[config.mk]
export PLATFORM = sky130hd
export DESIGN_NAME = vfcm_seq
export DESIGN_NICKNAME = d
export VERILOG_FILES = /design/src/rtl/vfcm_pkg.sv /design/src/rtl/vfcm_seq.sv
export SDC_FILE = /design/constraint.sdc
export NUM_CORES = 1
export LEC_CHECK = 0
export BUFFER_PORTS_ARGS = -buffer_cell sky130_fd_sc_hd__buf_2
export CAP_MARGIN = 0
export CELL_PAD_IN_SITES_DETAIL_PLACEMENT = 0
export CELL_PAD_IN_SITES_GLOBAL_PLACEMENT = 1
export CORE_UTILIZATION = 40
export DETAILED_ROUTE_END_ITERATION = 6
export MAX_ROUTING_LAYER = met4
export PLACE_DENSITY = 0.9
export SLEW_MARGIN = 25
export SYNTH_ARGS = -nofsm -noshare
export SYNTH_HDL_FRONTEND = slang
export SYNTH_SLANG_ARGS = --single-unit
[constraint.sdc]
create_clock -name clk -period 3.75 [get_ports clk]
set_clock_uncertainty 0.2 [all_clocks]
set_input_delay 0.5625 -clock clk [delete_from_list [all_inputs] [get_ports clk]]
set_output_delay 0.5625 -clock clk [all_outputs]
set_load 0.01 [all_outputs]
[src/rtl/vfcm_pkg.sv]
// Shared types, constants and neighbor address function of the voxel face-culling mesher.
package vfcm_pkg;

    // Grid geometry and field widths
    localparam int GRID_W     = 16;
    localparam int GRID_H     = 16;
    localparam int CODE_BITS  = 4;
    localparam int COORD_W    = 4;
    localparam int MASK_W     = 16;
    localparam int VCOUNT_W   = 17;
    localparam int RAM_DEPTH  = GRID_W * GRID_H * GRID_W;
    localparam int ADDR_W     = $clog2(RAM_DEPTH);

    localparam logic [MASK_W-1:0]   SOLID_MASK_RESET = MASK_W'(2);
    localparam logic [VCOUNT_W-1:0] VCOUNT_MAX       = {VCOUNT_W{1'b1}};
    localparam logic [VCOUNT_W-1:0] VERTS_PER_FACE   = VCOUNT_W'(4);

    // Probe slots of one cell query: the cell itself, then the six faces
    localparam logic [2:0] PROBE_CENTER = 3'd0;
    localparam logic [2:0] PROBE_LAST   = 3'd6;
    localparam logic [2:0] PROBE_END    = 3'd7;

    typedef enum logic [1:0] {
        ACT_WRITE    = 2'd0,
        ACT_CELL     = 2'd1,
        ACT_NEW_MESH = 2'd2
    } action_t;

    typedef enum logic [2:0] {
        DIR_ZPOS = 3'd0,
        DIR_XNEG = 3'd1,
        DIR_ZNEG = 3'd2,
        DIR_XPOS = 3'd3,
        DIR_YPOS = 3'd4,
        DIR_YNEG = 3'd5
    } dir_t;

    typedef enum logic [1:0] {
        ST_IDLE,
        ST_SCAN,
        ST_FINISH
    } state_t;

    typedef struct packed {
        logic                 oob;
        logic [ADDR_W-1:0]    addr;
    } loc_t;

    typedef struct packed {
        logic                 we;
        logic [ADDR_W-1:0]    waddr;
        logic [CODE_BITS-1:0] wdata;
        logic                 re;
        logic [ADDR_W-1:0]    raddr;
    } ram_req_t;

    typedef struct packed {
        logic [COORD_W-1:0]   face_x;
        logic [COORD_W-1:0]   face_y;
        logic [COORD_W-1:0]   face_z;
        logic [2:0]           face_dir;
        logic                 visible;
        logic [VCOUNT_W-1:0]  base_vertex;
        logic                 last;
    } face_t;

    // Locate the voxel of a probe slot: the cell, or its neighbor across a face
    function automatic loc_t nbr_loc(
        input logic [COORD_W-1:0] x,
        input logic [COORD_W-1:0] y,
        input logic [COORD_W-1:0] z,
        input logic [2:0]         probe
    );
        logic [COORD_W:0] nx;
        logic [COORD_W:0] ny;
        logic [COORD_W:0] nz;
        loc_t             loc;
        nx = {1'b0, x};
        ny = {1'b0, y};
        nz = {1'b0, z};
        case (probe)
            3'd1:    nz = nz + 1'b1;
            3'd2:    nx = nx - 1'b1;
            3'd3:    nz = nz - 1'b1;
            3'd4:    nx = nx + 1'b1;
            3'd5:    ny = ny + 1'b1;
            3'd6:    ny = ny - 1'b1;
            default: ;
        endcase
        // Underflow wraps to the top of the range and lands outside the grid
        loc.oob  = (nx >= (COORD_W+1)'(GRID_W)) || (ny >= (COORD_W+1)'(GRID_H)) ||
                   (nz >= (COORD_W+1)'(GRID_W));
        loc.addr = ADDR_W'((ADDR_W'(nx) * ADDR_W'(GRID_H) + ADDR_W'(ny)) * ADDR_W'(GRID_W)
                   + ADDR_W'(nz));
        return loc;
    endfunction

endpackage

[src/rtl/vfcm_seq.sv]
// Action sequencer: writes voxels, scans a cell and its six neighbors, builds face records.
module vfcm_seq (
    input  logic                            clk,
    input  logic                            rst_n,
    input  logic                            in_valid,
    output logic                            in_ready,
    input  vfcm_pkg::action_t               action,
    input  logic [vfcm_pkg::COORD_W-1:0]    pos_x,
    input  logic [vfcm_pkg::COORD_W-1:0]    pos_y,
    input  logic [vfcm_pkg::COORD_W-1:0]    pos_z,
    input  logic [vfcm_pkg::CODE_BITS-1:0]  block_code,
    input  logic [vfcm_pkg::MASK_W-1:0]     solid_mask,
    input  logic                            out_free,
    output logic                            emit_valid,
    output vfcm_pkg::face_t                 emit_face,
    output vfcm_pkg::ram_req_t              ram_req,
    input  logic [vfcm_pkg::CODE_BITS-1:0]  ram_rdata
);

    vfcm_pkg::state_t                  state_reg, state_next;
    logic [vfcm_pkg::COORD_W-1:0]      x_reg, x_next;
    logic [vfcm_pkg::COORD_W-1:0]      y_reg, y_next;
    logic [vfcm_pkg::COORD_W-1:0]      z_reg, z_next;
    logic [2:0]                        probe_reg, probe_next;
    logic                              eval_valid_reg, eval_valid_next;
    logic [2:0]                        eval_idx_reg, eval_idx_next;
    logic                              eval_oob_reg, eval_oob_next;
    logic                              pend_valid_reg, pend_valid_next;
    logic [2:0]                        pend_dir_reg, pend_dir_next;
    logic [vfcm_pkg::VCOUNT_W-1:0]     pend_base_reg, pend_base_next;
    logic [vfcm_pkg::VCOUNT_W-1:0]     vcount_reg, vcount_next;

    vfcm_pkg::loc_t                    probe_loc;
    vfcm_pkg::loc_t                    in_loc;
    logic                              eval_solid;
    logic                              eval_face;
    logic                              stall;
    logic [vfcm_pkg::VCOUNT_W-1:0]     vcount_inc;

    // Locate the current probe and the incoming write target
    assign probe_loc = vfcm_pkg::nbr_loc(x_reg, y_reg, z_reg, probe_reg);
    assign in_loc    = vfcm_pkg::nbr_loc(pos_x, pos_y, pos_z, vfcm_pkg::PROBE_CENTER);

    // Classify the voxel whose code has just come back from memory
    assign eval_solid = !eval_oob_reg && solid_mask[ram_rdata];
    assign eval_face  = eval_valid_reg && (eval_idx_reg != vfcm_pkg::PROBE_CENTER) &&
                        !eval_solid;
    // A new face pushes out the pending one, which needs a free output slot
    assign stall      = eval_face && pend_valid_reg && !out_free;

    // Saturating vertex advance
    assign vcount_inc = (vcount_reg > (vfcm_pkg::VCOUNT_MAX - vfcm_pkg::VERTS_PER_FACE)) ?
                        vfcm_pkg::VCOUNT_MAX : (vcount_reg + vfcm_pkg::VERTS_PER_FACE);

    always_ff @(posedge clk or negedge rst_n)
    begin
        if (!rst_n)
        begin
            state_reg      <= vfcm_pkg::ST_IDLE;
            eval_valid_reg <= 1'b0;
            pend_valid_reg <= 1'b0;
            vcount_reg     <= '0;
            probe_reg      <= vfcm_pkg::PROBE_CENTER;
        end
        else
        begin
            state_reg      <= state_next;
            eval_valid_reg <= eval_valid_next;
            pend_valid_reg <= pend_valid_next;
            vcount_reg     <= vcount_next;
            probe_reg      <= probe_next;
        end
    end

    always_ff @(posedge clk)
    begin
        x_reg         <= x_next;
        y_reg         <= y_next;
        z_reg         <= z_next;
        eval_idx_reg  <= eval_idx_next;
        eval_oob_reg  <= eval_oob_next;
        pend_dir_reg  <= pend_dir_next;
        pend_base_reg <= pend_base_next;
    end

    always_comb
    begin
        state_next      = state_reg;
        x_next          = x_reg;
        y_next          = y_reg;
        z_next          = z_reg;
        probe_next      = probe_reg;
        eval_valid_next = eval_valid_reg;
        eval_idx_next   = eval_idx_reg;
        eval_oob_next   = eval_oob_reg;
        pend_valid_next = pend_valid_reg;
        pend_dir_next   = pend_dir_reg;
        pend_base_next  = pend_base_reg;
        vcount_next     = vcount_reg;

        in_ready      = 1'b0;
        ram_req.we    = 1'b0;
        ram_req.waddr = in_loc.addr;
        ram_req.wdata = block_code;
        ram_req.re    = 1'b0;
        ram_req.raddr = probe_loc.addr;

        emit_valid            = 1'b0;
        emit_face.face_x      = x_reg;
        emit_face.face_y      = y_reg;
        emit_face.face_z      = z_reg;
        emit_face.face_dir    = pend_dir_reg;
        emit_face.visible     = 1'b1;
        emit_face.base_vertex = pend_base_reg;
        emit_face.last        = 1'b0;

        case (state_reg)
            vfcm_pkg::ST_IDLE:
            begin
                in_ready = 1'b1;
                if (in_valid)
                begin
                    case (action)
                        vfcm_pkg::ACT_WRITE:
                        begin
                            ram_req.we = !in_loc.oob;
                        end
                        vfcm_pkg::ACT_CELL:
                        begin
                            x_next          = pos_x;
                            y_next          = pos_y;
                            z_next          = pos_z;
                            probe_next      = vfcm_pkg::PROBE_CENTER;
                            eval_valid_next = 1'b0;
                            pend_valid_next = 1'b0;
                            state_next      = vfcm_pkg::ST_SCAN;
                        end
                        vfcm_pkg::ACT_NEW_MESH:
                        begin
                            vcount_next = '0;
                        end
                        default: ;
                    endcase
                end
            end

            vfcm_pkg::ST_SCAN:
            begin
                if (!stall)
                begin
                    // Issue the next probe read
                    if (probe_reg != vfcm_pkg::PROBE_END)
                    begin
                        ram_req.re      = 1'b1;
                        eval_valid_next = 1'b1;
                        eval_idx_next   = probe_reg;
                        eval_oob_next   = probe_loc.oob;
                        probe_next      = probe_reg + 3'd1;
                    end
                    else
                    begin
                        eval_valid_next = 1'b0;
                    end

                    if (eval_valid_reg)
                    begin
                        // Empty cell: no faces, report it at once
                        if ((eval_idx_reg == vfcm_pkg::PROBE_CENTER) && !eval_solid)
                        begin
                            state_next = vfcm_pkg::ST_FINISH;
                        end
                        // Exposed face: release the pending one, keep this one back
                        if (eval_face)
                        begin
                            emit_valid      = pend_valid_reg;
                            pend_valid_next = 1'b1;
                            pend_dir_next   = eval_idx_reg - 3'd1;
                            pend_base_next  = vcount_reg;
                            vcount_next     = vcount_inc;
                        end
                        if (eval_idx_reg == vfcm_pkg::PROBE_LAST)
                        begin
                            state_next = vfcm_pkg::ST_FINISH;
                        end
                    end
                end
            end

            vfcm_pkg::ST_FINISH:
            begin
                // Close the query with the held face, or with an empty record
                emit_face.last = 1'b1;
                if (!pend_valid_reg)
                begin
                    emit_face.face_dir    = vfcm_pkg::DIR_ZPOS;
                    emit_face.visible     = 1'b0;
                    emit_face.base_vertex = vcount_reg;
                end
                if (out_free)
                begin
                    emit_valid      = 1'b1;
                    pend_valid_next = 1'b0;
                    state_next      = vfcm_pkg::ST_IDLE;
                end
            end

            default:
            begin
                state_next = vfcm_pkg::ST_IDLE;
            end
        endcase
    end

endmodule

==> metrics.csv <==
stage,metric,value,unit
run_status,status,"finished, final reports clean",
sta,min cycle time layout,3.600,ns
sta,"Slew Viols, Final",0,
finish,ANT cells,0,
flow_run,max-cap violations,0,
synthesis,post-synth net total,450,
placement,post-DP HPWL,6106,um
clock_network,CTS tree,done,
clock_network,clk root buf,clkbuf_8,
floorplan,Die Footprint,0.01023,sq mm
clock_network,CTS Buf Count,9,
worst_setup_path,Critical Path Sink,ram_req[11],
sta,period utilization,96.00,%
global_routing,total grt overflow,0,
clock_network,H-tree depth,3,
worst_setup_path,"CP delay by family, top",adder cells,
clock_network,hold_buf cts,0,
placement,placed insts,572,
global_routing,first-pass GRT wire length,13170,um
detailed_routing,routed vias,3088,
worst_setup_path,Crit path depth,15,
synthesis,cells after synthesis,381,
floorplan,area of the core,0.009371,sq mm
worst_hold_path,Hold WC Path Type,in -> async,
synthesis,area share of the largest cell type after synthesis,26.74,%
detailed_routing,mean routed wirelength per cell,14.34,um
sta,RSZ-0062 raised after global routing,yes,
synthesis,top-count cell post-synth,edfxtp_1,
worst_setup_path,crit path cell chain,inv_2 -> ha_4 -> nand2_2 -> xnor2_1 -> ha_2 -> nor4_2 -> nand3_1 -> a21oi_2 -> ha_2 -> ha_2 -> xor2_1 -> nor2_1 -> nand3_1 -> xnor2_1 -> buf_2,
worst_setup_path,CP arrival,2.84,ns
worst_setup_path,Worst path slowest cell,dfrtp_1,
global_routing,initial antenna violation count,0,
synthesis,sequential share of the synthesized area,41.39,%
clock_network,Max clock buf depth,2,
worst_setup_path,Crit path top cell by count,ha_2,
synthesis,syn_area_per_cell,10.32,sq um
sta,Total Negative Setup Slacks,0,ns
worst_setup_path,Worst setup SP type,flop,
finish,share of layout cells above drive strength 1,37.07,%
sta,final hold vios,0,
worst_setup_path,Setup CP Type,reg -> out,
sta,Slew HR,35.65,%
synthesis,top post-synthesis cells by area,"edfxtp_1, dfrtp_1, ha_1, buf_4, mux2_2",
synthesis,synthesized flop and latch total,58,
floorplan,# IOs,108,
synthesis,"Top FF cell, synth",edfxtp_1,
clock_network,clock-pin slew of the registers on the worst-case setup and hold paths,0.07,ns
sta,worst slew pin tran,0.9653,ns
power_and_ir_drop,P_leak,2.120,nW
synthesis,cell accounting for the most synthesized area,edfxtp_1,
synthesis,Post-synth ARST share,39.66,%
synthesis,Syn Std Cell Area,0.003930,sq mm
worst_setup_path,worst setup path start,probe_reg[0],
synthesis,Synthesis Warnings,0,
detailed_routing,Via density,5.207,
worst_setup_path,worst path bufs/invs,2,
floorplan,std cell rows,35,
worst_setup_path,R2R Path Start,probe_reg[0],
sta,Worst Slack Setup Final,0.1499,ns
synthesis,"Distinct cells, synth",55,
detailed_routing,# DRC,0,
worst_setup_path,crit-path max cell delay,0.43,ns
finish,Layout Nets,528,
power_and_ir_drop,worst vdd ir,0.0003167,V
global_routing,vias in the first global route,2830,
detailed_routing,TritonRoute pass-1 iters,4,
detailed_routing,final wirelength,8504,um
synthesis,Post-synth EDFFs,35,
worst_setup_path,Worst Path Max Fanout,4,
sta,setup violators final,0,
detailed_routing,post-route antenna net violation count,0,
worst_setup_path,RR Endpoint,eval_oob_reg,
clock_network,Clock Sink Count,58,
worst_setup_path,Reg2Reg Setup Slack,0.94,ns
detailed_routing,1st-iter DRT viols,84,
finish,Area growth syn-to-layout,19.71,%
floorplan,Initial Util,41.94,%
floorplan,die height,101.1,um
finish,Non-Filler Instances,593,
floorplan,Die X,101.1,um
finish,fin util,50.20,%
clock_network,Skew-Pair Late Insertion Delay,0.34,ns
placement,pre-CTS WS,0.1748,ns
finish,fillers,900,
placement,GPL Wtd Cong,0.8477,
sta,fmax,0.2778,GHz
global_routing,gr usage total,17.12,%
placement,IO Port Bufs,99,
worst_setup_path,WP data required,2.99,ns
worst_setup_path,R2R depth,10,
power_and_ir_drop,Pwr Density,670.2,mW/mm^2
synthesis,commonest cells in the synthesized netlist,"edfxtp_1, buf_4, inv_1",
global_routing,largest net degree at the start of global routing,24,
worst_setup_path,critical path capture point type,primary output,
## how the worst min path moves through the flow
| stage | start | endpoint | slack [ns] | cells after the start |
|---|---|---|---|---|
| 3_3_place_gp | eval_valid_reg | eval_valid_reg | 0.29 | 1 |
| 3_5_place_dp | eval_valid_reg | eval_valid_reg | 0.29 | 1 |
| 2_1_floorplan | rst_n | eval_valid_reg | 0.07 | 0 |
| 6_report | rst_n | vcount_reg[11] | 0.02 | 1 |
| 5_1_grt | rst_n | vcount_reg[10] | 0.05 | 1 |
| 4_1_cts | rst_n | vcount_reg[11] | 0.03 | 1 |
## cells by family (layout without fill, tap and decap cells)
family / Yosys count / count (layout) / share of synthesized area [%]
DFF: 58 / 58 / 41.39
AOI/OAI and AO/OA: 77 / 77 / 14.07
muxes: 25 / 25 / 7.482
adders and majority gates: 27 / 27 / 8.978
xor gates and xnor gates: 18 / 18 / 4.011
buffers and inverters: 69 / 152 / 9.965
and+or+nand+nor: 107 / 107 / 14.10
## cell type report
type                            count  area [sq um]  area share, %
Clock buffer                       11         141.4          3.005
Inverter                           28         105.1          2.234
Timing Repair Buffer              108         566.8          12.05
Tap cell                          129         161.4          3.431
Clock inverter                      5         125.1          2.660
Sequential cell                    58          1628          34.60
Multi-Input combinational cell    254          1977          42.02
## cell usage in the layout, fill, tap and decap left out, drive strengths merged, types with 5 or more instances in the layout
cell and instances:
nand2b 7, a31oi 6, a21o 7, clkbuf 11
and3 6, nand2 27, a21oi 27, mux2 15
xor2 7, ha 25, nor3 6, buf 108
a311oi 6, nor2b 7, nand3 13, o21ai 14
mux2i 8, edfxtp 35, and2 5, nor2 20
inv 28, dfrtp 23, xnor2 11
## through the flow
step,total power [mW],hold WS [ns],area (sq um)
after detailed placement,2.296,0.2913,4330
after global routing,3.360,0.04903,4705
after floorplan,1.992,0.06691,3930
after global placement,2.260,0.2875,4330
after CTS,3.135,0.02542,4644
final,3.153,0.02234,4705
## report_power, final
| group | internal [mW] | leakage [nW] | total, mW | switching (mW) |
|---|---|---|---|---|
| sequential | 0.818 | 0.623 | 0.904 | 0.0860 |
| clock | 0.526 | 0.134 | 0.786 | 0.259 |
| combinational | 0.644 | 1.36 | 1.46 | 0.819 |
## metal layers
metal / up-vias / GRT usage, % / share of wire [%]
met5: - / - / 0
met4: 0 / 6.355 / 1.4
met3: 9 / 3.259 / 4.1
met2: 85 / 28.26 / 50
met1: 1493 / 20.80 / 44
li1: 1501 / - / -
## timing repair
action / CTS / global route
pin swaps: 1 / 0
gates resized for setup: 8 / 12
setup buffers: 2 / 3
cloned: 0 / 0
endpoints found under the setup margin: 6 / 6
No activity file was read; power rests on OpenSTA's default activity.
